### config.mk
export PLATFORM = sky130hd
export DESIGN_NAME = cpu_register_file_with_pairs
export DESIGN_NICKNAME = d
export VERILOG_FILES = /design/src/sv/cpurf_pkg.sv /design/src/sv/cpu_register_file_with_pairs.sv
export SDC_FILE = /design/constraint.sdc
export NUM_CORES = 1
export LEC_CHECK = 0
export BUFFER_PORTS_ARGS = -buffer_cell sky130_fd_sc_hd__buf_2
export CAP_MARGIN = 20
export CORE_MARGIN = 1.5
export CORE_UTILIZATION = 50
export CTS_BUF_LIST = sky130_fd_sc_hd__clkbuf_4 sky130_fd_sc_hd__clkbuf_8 sky130_fd_sc_hd__clkbuf_16
export DETAILED_ROUTE_END_ITERATION = 7
export PLACE_DENSITY = 0.76
export SETUP_SLACK_MARGIN = 0.3
export SKIP_LAST_GASP = 1
export SLEW_MARGIN = 20
export SYNTH_ARGS = -nofsm -noshare
export SYNTH_HDL_FRONTEND = slang
export SYNTH_SLANG_ARGS = --single-unit
### constraint.sdc
create_clock -name clock -period 7.7 [get_ports clock]
set_input_delay 0.77 -clock clock [delete_from_list [all_inputs] [get_ports clock]]
set_output_delay 0.77 -clock clock [all_outputs]
set_load 0.005 [all_outputs]
### src/sv/cpurf_pkg.sv
package cpurf_pkg;

   typedef enum logic [3:0] {
      ACT_WR_BYTE    = 4'd0,
      ACT_RD_BYTE    = 4'd1,
      ACT_WR_PAIR    = 4'd2,
      ACT_RD_PAIR    = 4'd3,
      ACT_WR_SPECIAL = 4'd4,
      ACT_RD_SPECIAL = 4'd5,
      ACT_SET_FLAGS  = 4'd6,
      ACT_CLR_FLAGS  = 4'd7,
      ACT_STEP_PC    = 4'd8,
      ACT_SP_DOWN    = 4'd9,
      ACT_SP_UP      = 4'd10
   } action_type;

   typedef enum logic [1:0] {
      ST_OK     = 2'd0,
      ST_BADSEL = 2'd1,
      ST_FAULT  = 2'd2
   } status_type;

   // byte register numbers
   localparam logic [2:0] REG_A = 3'd0;
   localparam logic [2:0] REG_B = 3'd1;
   localparam logic [2:0] REG_C = 3'd2;
   localparam logic [2:0] REG_D = 3'd3;
   localparam logic [2:0] REG_E = 3'd4;
   localparam logic [2:0] REG_H = 3'd5;
   localparam logic [2:0] REG_L = 3'd6;

   // pair selectors
   localparam logic [2:0] PAIR_AF = 3'd0;
   localparam logic [2:0] PAIR_BC = 3'd1;
   localparam logic [2:0] PAIR_DE = 3'd2;
   localparam logic [2:0] PAIR_HL = 3'd3;

   // special register selectors
   localparam logic [2:0] SPC_IX = 3'd0;
   localparam logic [2:0] SPC_IY = 3'd1;
   localparam logic [2:0] SPC_SP = 3'd2;
   localparam logic [2:0] SPC_PC = 3'd3;

   // configuration register indexes
   localparam logic [1:0] CSR_PROGRAM_END = 2'd0;
   localparam logic [1:0] CSR_STACK_FLOOR = 2'd1;

   typedef struct packed {
      action_type  action;
      logic [2:0]  reg_sel;
      logic [15:0] data;
   } req_type;

   typedef struct packed {
      logic [15:0] read_data;
      status_type  status;
   } rsp_type;

endpackage

### src/sv/cpu_register_file_with_pairs.sv
// Channel   Ports                               Direction  Handshake
// request   start, busy, req_payload            in         accepted when start && !busy
// response  rsp_valid, rsp_payload              out        one-cycle strobe, no back-pressure
// csr       csr_we, csr_index, csr_wdata        in         written when csr_we
//
// From acceptance to the rsp_valid strobe there is one input register, then one result
// register, with the register update at the same edge as the result.
// One transaction is taken every cycle while busy is low; busy is set in reset, cleared after it.
// Reset clears all byte registers, flags, IX, IY, SP, PC and both csr values.
// The receiver cannot stall, so nothing ever backs up inside the block.
module cpu_register_file_with_pairs
   import cpurf_pkg::*;
#(
   parameter int NUM_BYTE_REGS = 7,
   parameter int MEM_SIZE      = 65535
) (
   input  logic        clock,
   input  logic        reset,
   input  logic        start,
   output logic        busy,
   input  req_type     req_payload,
   output logic        rsp_valid,
   output rsp_type     rsp_payload,
   input  logic        csr_we,
   input  logic [1:0]  csr_index,
   input  logic [15:0] csr_wdata
);

   logic          busy_ff;
   logic          req_valid_ff;
   req_type       req_ff;
   logic          rsp_valid_ff;
   rsp_type       rsp_ff;
   rsp_type       rsp_in;

   logic [7:0]    byte_regs_ff [NUM_BYTE_REGS];
   logic [7:0]    byte_regs_in [NUM_BYTE_REGS];
   logic [7:0]    flags_ff, flags_in;
   logic [15:0]   ix_ff, ix_in;
   logic [15:0]   iy_ff, iy_in;
   logic [15:0]   sp_ff, sp_in;
   logic [15:0]   pc_ff, pc_in;
   logic [15:0]   program_end_ff;
   logic [15:0]   stack_floor_ff;

   logic          byte_sel_ok;
   logic          pc_past_end;
   logic          sp_at_floor;
   logic          sp_at_top;

   assign busy        = busy_ff;
   assign rsp_valid   = rsp_valid_ff;
   assign rsp_payload = rsp_ff;

   assign byte_sel_ok = {1'b0, req_ff.reg_sel} < 4'(NUM_BYTE_REGS);
   assign pc_past_end = pc_ff > program_end_ff;
   assign sp_at_floor = sp_ff <= stack_floor_ff;
   assign sp_at_top   = {1'b0, sp_ff} >= 17'(MEM_SIZE);

   always_comb begin
      byte_regs_in = byte_regs_ff;
      flags_in     = flags_ff;
      ix_in        = ix_ff;
      iy_in        = iy_ff;
      sp_in        = sp_ff;
      pc_in        = pc_ff;
      rsp_in       = '{read_data: 16'd0, status: ST_OK};

      case (req_ff.action)
         ACT_WR_BYTE: begin
            if (byte_sel_ok) begin
               for (int i = 0; i < NUM_BYTE_REGS; i++) begin
                  if (req_ff.reg_sel == 3'(i)) begin
                     byte_regs_in[i] = req_ff.data[7:0];
                  end
               end
            end else begin
               rsp_in.status = ST_BADSEL;
            end
         end
         ACT_RD_BYTE: begin
            if (byte_sel_ok) begin
               for (int i = 0; i < NUM_BYTE_REGS; i++) begin
                  if (req_ff.reg_sel == 3'(i)) begin
                     rsp_in.read_data = {8'd0, byte_regs_ff[i]};
                  end
               end
            end else begin
               rsp_in.status = ST_BADSEL;
            end
         end
         ACT_WR_PAIR: begin
            case (req_ff.reg_sel)
               PAIR_AF: ;  // AF is read-only through this path
               PAIR_BC: begin
                  byte_regs_in[REG_B] = req_ff.data[15:8];
                  byte_regs_in[REG_C] = req_ff.data[7:0];
               end
               PAIR_DE: begin
                  byte_regs_in[REG_D] = req_ff.data[15:8];
                  byte_regs_in[REG_E] = req_ff.data[7:0];
               end
               PAIR_HL: begin
                  byte_regs_in[REG_H] = req_ff.data[15:8];
                  byte_regs_in[REG_L] = req_ff.data[7:0];
               end
               default: rsp_in.status = ST_BADSEL;
            endcase
         end
         ACT_RD_PAIR: begin
            case (req_ff.reg_sel)
               PAIR_AF: rsp_in.read_data = {byte_regs_ff[REG_A], flags_ff};
               PAIR_BC: rsp_in.read_data = {byte_regs_ff[REG_B], byte_regs_ff[REG_C]};
               PAIR_DE: rsp_in.read_data = {byte_regs_ff[REG_D], byte_regs_ff[REG_E]};
               PAIR_HL: rsp_in.read_data = {byte_regs_ff[REG_H], byte_regs_ff[REG_L]};
               default: rsp_in.status = ST_BADSEL;
            endcase
         end
         ACT_WR_SPECIAL: begin
            case (req_ff.reg_sel)
               SPC_IX:  ix_in = req_ff.data;
               SPC_IY:  iy_in = req_ff.data;
               SPC_SP:  sp_in = req_ff.data;
               SPC_PC:  pc_in = req_ff.data;
               default: rsp_in.status = ST_BADSEL;
            endcase
         end
         ACT_RD_SPECIAL: begin
            case (req_ff.reg_sel)
               SPC_IX:  rsp_in.read_data = ix_ff;
               SPC_IY:  rsp_in.read_data = iy_ff;
               SPC_SP:  rsp_in.read_data = sp_ff;
               SPC_PC:  rsp_in.read_data = pc_ff;
               default: rsp_in.status = ST_BADSEL;
            endcase
         end
         ACT_SET_FLAGS: flags_in = flags_ff | req_ff.data[7:0];
         ACT_CLR_FLAGS: flags_in = flags_ff & ~req_ff.data[7:0];
         ACT_STEP_PC: begin
            if (pc_past_end) rsp_in.status = ST_FAULT;
            else             pc_in = pc_ff + 16'd1;
         end
         ACT_SP_DOWN: begin
            if (sp_at_floor) rsp_in.status = ST_FAULT;
            else             sp_in = sp_ff - 16'd1;
         end
         ACT_SP_UP: begin
            if (sp_at_top) rsp_in.status = ST_FAULT;
            else           sp_in = sp_ff + 16'd1;
         end
         default: rsp_in.status = ST_BADSEL;
      endcase
   end

   always_ff @(posedge clock) begin
      if (reset) begin
         busy_ff        <= 1'b1;
         req_valid_ff   <= 1'b0;
         rsp_valid_ff   <= 1'b0;
         flags_ff       <= 8'd0;
         ix_ff          <= 16'd0;
         iy_ff          <= 16'd0;
         sp_ff          <= 16'd0;
         pc_ff          <= 16'd0;
         program_end_ff <= 16'd0;
         stack_floor_ff <= 16'd0;
         for (int i = 0; i < NUM_BYTE_REGS; i++) begin
            byte_regs_ff[i] <= 8'd0;
         end
      end else begin
         busy_ff      <= 1'b0;
         req_valid_ff <= start && !busy_ff;
         rsp_valid_ff <= req_valid_ff;
         if (req_valid_ff) begin
            flags_ff     <= flags_in;
            ix_ff        <= ix_in;
            iy_ff        <= iy_in;
            sp_ff        <= sp_in;
            pc_ff        <= pc_in;
            byte_regs_ff <= byte_regs_in;
         end
         if (csr_we) begin
            case (csr_index)
               CSR_PROGRAM_END: program_end_ff <= csr_wdata;
               CSR_STACK_FLOOR: stack_floor_ff <= csr_wdata;
               default: ;
            endcase
         end
      end
   end

   // payload registers, no reset needed
   always_ff @(posedge clock) begin
      req_ff <= req_payload;
      rsp_ff <= rsp_in;
   end

   a_latency: assert property (@(posedge clock) disable iff (reset)
      (start && !busy) |=> ##1 rsp_valid)
      else $error("response strobe missing two cycles after a transaction");

   a_err_zero: assert property (@(posedge clock) disable iff (reset)
      (rsp_valid && rsp_payload.status != ST_OK) |-> rsp_payload.read_data == 16'd0)
      else $error("error response carries nonzero read data");

   a_pc_step: assert property (@(posedge clock) disable iff (reset)
      (req_valid_ff && req_ff.action == ACT_STEP_PC && !pc_past_end)
      |=> pc_ff == $past(pc_ff) + 16'd1)
      else $error("PC did not advance by one");

   a_sp_idle: assert property (@(posedge clock) disable iff (reset)
      !req_valid_ff |=> $stable(sp_ff))
      else $error("SP changed with no transaction in flight");

   a_sp_fault: assert property (@(posedge clock) disable iff (reset)
      (req_valid_ff && req_ff.action == ACT_SP_DOWN && sp_at_floor)
      |=> rsp_payload.status == ST_FAULT && $stable(sp_ff))
      else $error("SP decrement at floor not faulted");

endmodule

==> results <==
- The flow ran to the end, and the final reports show no timing, DRC or antenna violations.
- Using the TritonRoute via totals, the vias-per-cell ratio works out to 6.19.
- The pin count of the biggest net entering global routing is 80.
- At the end of routability-driven placement, the weighted congestion stood at ~0.9.
- The share of layout cells above drive strength 1 is a little under an eighth.
- The biggest area consumer among synthesized cells is sky130_fd_sc_hd__dfxtp_1.
- The routed wire length per instance is 20.0 um.
- The number of diodes added for antenna fixing is 0.
- Clock-pin slew was measured on the worst setup and hold paths at roughly 0.060 ns.
- Summing all multi-input logic gate instances after layout gives about 5700 um2.
- The cell depth of the worst hold path is 1.
- The commonest register cell after synthesis is sky130_fd_sc_hd__dfxtp_1.
- The transition time of the tightest slew-check pin is between 1 and 1.5 ns.
- The detailed router finished its first iteration with 1119 violations.
- The clock net sink count is approximately 200.
- The worst setup path is launched from a flop.
- The power density over the cells is 208 nW/um2.
- The layout has around 1800 filler cells.
- The quantity of hold-fixing buffers added after cts is 0.
- Adding up every negative setup slack in the final design gives 0 ns.
- The initial utilization of the core area, before any placement, comes to 51.0%.
- The vertical die dimension is between 100 and 150 um.
- For this run, design rule violations remaining after detail routing come to 0.
- The die covers ~22000 um2.
- The total track usage is a little over a quarter.
- The initial antenna violation count is 0.
- Of the available clock period, the critical path in the final layout requires about 46%.
- The max-slew violation total from the final report is 0.
- The proportion of netlist area held by the largest area contributor is ~40%.
- Yosys attributes the largest share of cell area to sky130_fd_sc_hd__dfxtp_1, sky130_fd_sc_hd__nand2_1, sky130_fd_sc_hd__a21oi_1.
- The average instance area after synthesis is approximately 8.4 um2.
- The worst hold path terminates at req_ff[8].
- The pre-antenna-repair detailed-routing pass consisted of 5 iterations.
- The clock latency on the worst-skew pair is 0.51 ns.
- The area of the core region is between 20000 and 25000 um2.
- The top-level I/O count is 65.
- The count of buffers from port buffering is 64.
- The worst hold path begins at req_payload[8].
- The setup path with the least slack is of type flop to flop.
- The sequential standard cell area is just over 4000 um2.
- In this run the number of H-tree levels came out at 1.
- Across the run, the number of max-cap violations was 0.
- The maximum clock rate is between 0.2 and 0.3 GHz.
- The data required time at the worst endpoint is around 8.1 ns.
- The half-perimeter wire length of the detailed placement result is 20.9 mm.
- At the worst endpoint, the arrival time is roughly 4.0 ns.
- The final wirelength is around 30 mm.
- The number of synthesized register bits is roughly 200.
- The end of the worst register-to-register path is sp_ff[14].
- For this run the aggregate overflow at the end of global routing stands at 0.
- From left edge to right edge, the die measures approximately 150 um.
- The via count of the first global-routing pass is approximately 8800.
- Summing the sequential cell areas from Yosys gives 39.5% of the chip area.
- The worst vdd rail ir drop is 0.166 mV.
- The number of nets handed over by synthesis was around 1300.
- Clock skew on the completed layout was measured at just under 0.009 ns.
- The fraction of registers with async set/reset is 0%.
- The time the worst path needs with I/O delays and setup is 3.53 ns.
- The total count of hold-check failures in the final report is 0.
- The element type at the critical path end is a flop.
- The longest clock path from root to sink contains 3 buffers.
- The number of cells on the worst reg-to-reg path is 10.
- In this run the clock root is driven by a sky130_fd_sc_hd__clkbuf_16.
- Along the worst path, the maximum fanout reaches 16.
- The global-route wire length before repair is between 40 and 50 mm.
- The summed area of non-filler cells in the final layout is 11400 um2.
- Setup repair after global routing left no endpoint under its margin.
- The classification of the worst-slack hold path is primary input to flop.
- The area of the mapped netlist is roughly 10000 um2.
- The Yosys step of the flow raised 0 warnings.
- The area growth from synthesis to layout is 10.4%.
- The TritonCTS clock tree is done.
- The post-CTS setup buffer count is 0.
- The headroom to the max-slew limit is roughly 27%.
- The synthesized netlist contains 79 unique library cells.
- The setup slack on the worst flop-to-flop path is between 4 and 5 ns.
- The total clock buffers created by CTS is 22.
- The number of flops mapped to enable cells by yosys is 0.
- The leakage power is around 0.0044 uW.
- Row generation in the floorplan step produced 52 rows.
- In this run the cell area measured after placement is 10600 um2.
- The final route contains ~9400 vias.
- The startpoint identified for the worst register-to-register timing path is req_ff[19].
- The final layout contains between 1000 and 1500 nets.
- The number of routed nets with antenna violations is 0.
- The post-cts repair resize count is 0.
- Setup violations remaining at the end of the flow were counted as 0.
- In the synthesized netlist, the number of instances is about 1200.
-- power by group --
group	internal (uW)	total, uW	switching, uW
registers	1070	1110	33.0
logic	63.2	179	116
clock network	659	1090	428
total	1790	2370	577
-- layout make-up --
class / instances / area share, %
multi-input cells: 882 / 49.6
flip-flops and latches: 204 / 35.8
clock buffers: 29 / 5.72
repair buffers: 72 / 3.36
well taps: 270 / 2.96
inverters: 50 / 1.65
clock inverters: 8 / 0.856
-- how the worst max path moves through the flow --
stage          startpoint         to  slack, ns  depth (start not counted)
2_1_floorplan  req_ff[22]  sp_ff[14]       4.79                         11
3_3_place_gp   req_ff[19]  sp_ff[14]       4.35                         10
3_5_place_dp   req_ff[19]  sp_ff[14]       4.26                         10
4_1_cts        req_ff[19]  sp_ff[14]       4.24                         10
5_1_grt        req_ff[19]  sp_ff[15]       3.96                         10
6_report       req_ff[19]  sp_ff[14]       4.17                         10
-- layer usage --
metal | global-route usage (%) | routed length (um)
met3 | 4.16 | 2170
met4 | 15.7 | 1800
met1 | 35.4 | 12600
met5 | 0 | 0
met2 | 44.0 | 13700
-- logic make-up (layout without fill, tap and decap cells) --
| group | count (synthesis) | count (layout) | synth area share (%) |
|---|---|---|---|
| mux | 48 | 48 | 4.68 |
| fa+ha+maj | 48 | 48 | 5.89 |
| flops | 204 | 204 | 39.5 |
| simple gates | 391 | 391 | 17.8 |
| compound gates | 384 | 384 | 25.4 |
| xor+xnor | 11 | 11 | 0.933 |
| buf+inv | 139 | 159 | 5.83 |
-- per-stage QoR --
stage | worst slack (ns) | hold slack [ns] | total power [uW] | utilization (%) | instances
2_1_floorplan | 4.79 | 0.423 | 1240 | - | 1225
3_3_place_gp | 4.35 | 0.408 | 1300 | 52.6 | 1478
3_5_place_dp | 4.26 | 0.422 | 1300 | 52.6 | 1478
4_1_cts | 4.24 | 0.351 | 2370 | 56.3 | 1515
5_1_grt | 3.96 | 0.353 | 2440 | 56.4 | 1515
6_report | 4.17 | 0.357 | 2370 | 56.4 | 1515
-- worst max-delay path: stages (launching register included) --
cell and delay, ns:
sky130_fd_sc_hd__dfxtp_1 0.73, sky130_fd_sc_hd__and4bb_2 0.36, sky130_fd_sc_hd__inv_1 0.43, sky130_fd_sc_hd__ha_1 0.41
sky130_fd_sc_hd__and3_1 0.22, sky130_fd_sc_hd__a211o_1 0.32, sky130_fd_sc_hd__o211ai_1 0.25, sky130_fd_sc_hd__nand3_1 0.13
sky130_fd_sc_hd__and3_1 0.20, sky130_fd_sc_hd__o31a_1 0.27, sky130_fd_sc_hd__a21oi_1 0.13
-- sequential cells by signal, summed over array words and instances, names as in the netlist, named ones only --
register / flops
program_end_ff: 16
rsp_payload: 18
byte_regs_ff: 56
ix_ff: 16
pc_ff: 16
rsp_valid: 1
iy_ff: 16
sp_ff: 16
stack_floor_ff: 16
req_valid_ff: 1
req_ff: 23
busy: 1
-- synthesized netlist by cell type, types with 7 or more instances --
cell type / n
sky130_fd_sc_hd__a211oi_1: 21
sky130_fd_sc_hd__mux2i_1: 46
sky130_fd_sc_hd__o22a_1: 7
sky130_fd_sc_hd__a311oi_1: 9
sky130_fd_sc_hd__xor2_1: 8
sky130_fd_sc_hd__clkbuf_1: 59
sky130_fd_sc_hd__a21o_1: 10
sky130_fd_sc_hd__o221ai_1: 9
sky130_fd_sc_hd__a21oi_1: 132
sky130_fd_sc_hd__nor2_1: 103
sky130_fd_sc_hd__dfxtp_1: 204
sky130_fd_sc_hd__o21ai_0: 52
sky130_fd_sc_hd__o22ai_1: 8
sky130_fd_sc_hd__and3_1: 11
sky130_fd_sc_hd__ha_1: 47
sky130_fd_sc_hd__nor3_1: 13
sky130_fd_sc_hd__inv_1: 50
sky130_fd_sc_hd__buf_2: 19
sky130_fd_sc_hd__a221oi_1: 38
sky130_fd_sc_hd__o21a_1: 10
sky130_fd_sc_hd__nand4_1: 13
sky130_fd_sc_hd__nand3_1: 17
sky130_fd_sc_hd__o32ai_1: 10
sky130_fd_sc_hd__nand2_1: 183
sky130_fd_sc_hd__a31oi_1: 9
sky130_fd_sc_hd__a22o_1: 32
-- cell usage in the layout, fill, tap and decap left out, drive strengths merged, types with 7 or more instances in the layout --
cell | netlist | final
a211oi | 25 | 25
a21o | 11 | 11
a21oi | 134 | 134
a221oi | 38 | 38
a22o | 32 | 32
a311oi | 9 | 9
a31oi | 9 | 9
and3 | 11 | 11
buf | 30 | 72
clkbuf | 59 | 29
dfxtp | 204 | 204
ha | 47 | 47
inv | 50 | 50
mux2i | 46 | 46
nand2 | 184 | 184
nand3 | 17 | 17
nand4 | 15 | 15
nor2 | 106 | 106
nor3 | 15 | 15
nor3b | 8 | 8
o21a | 10 | 10
o21ai | 53 | 53
o221ai | 10 | 10
o22a | 7 | 7
o22ai | 8 | 8
o32ai | 11 | 11
xor2 | 8 | 8
Note: power is estimated with default switching activity, not from simulation.
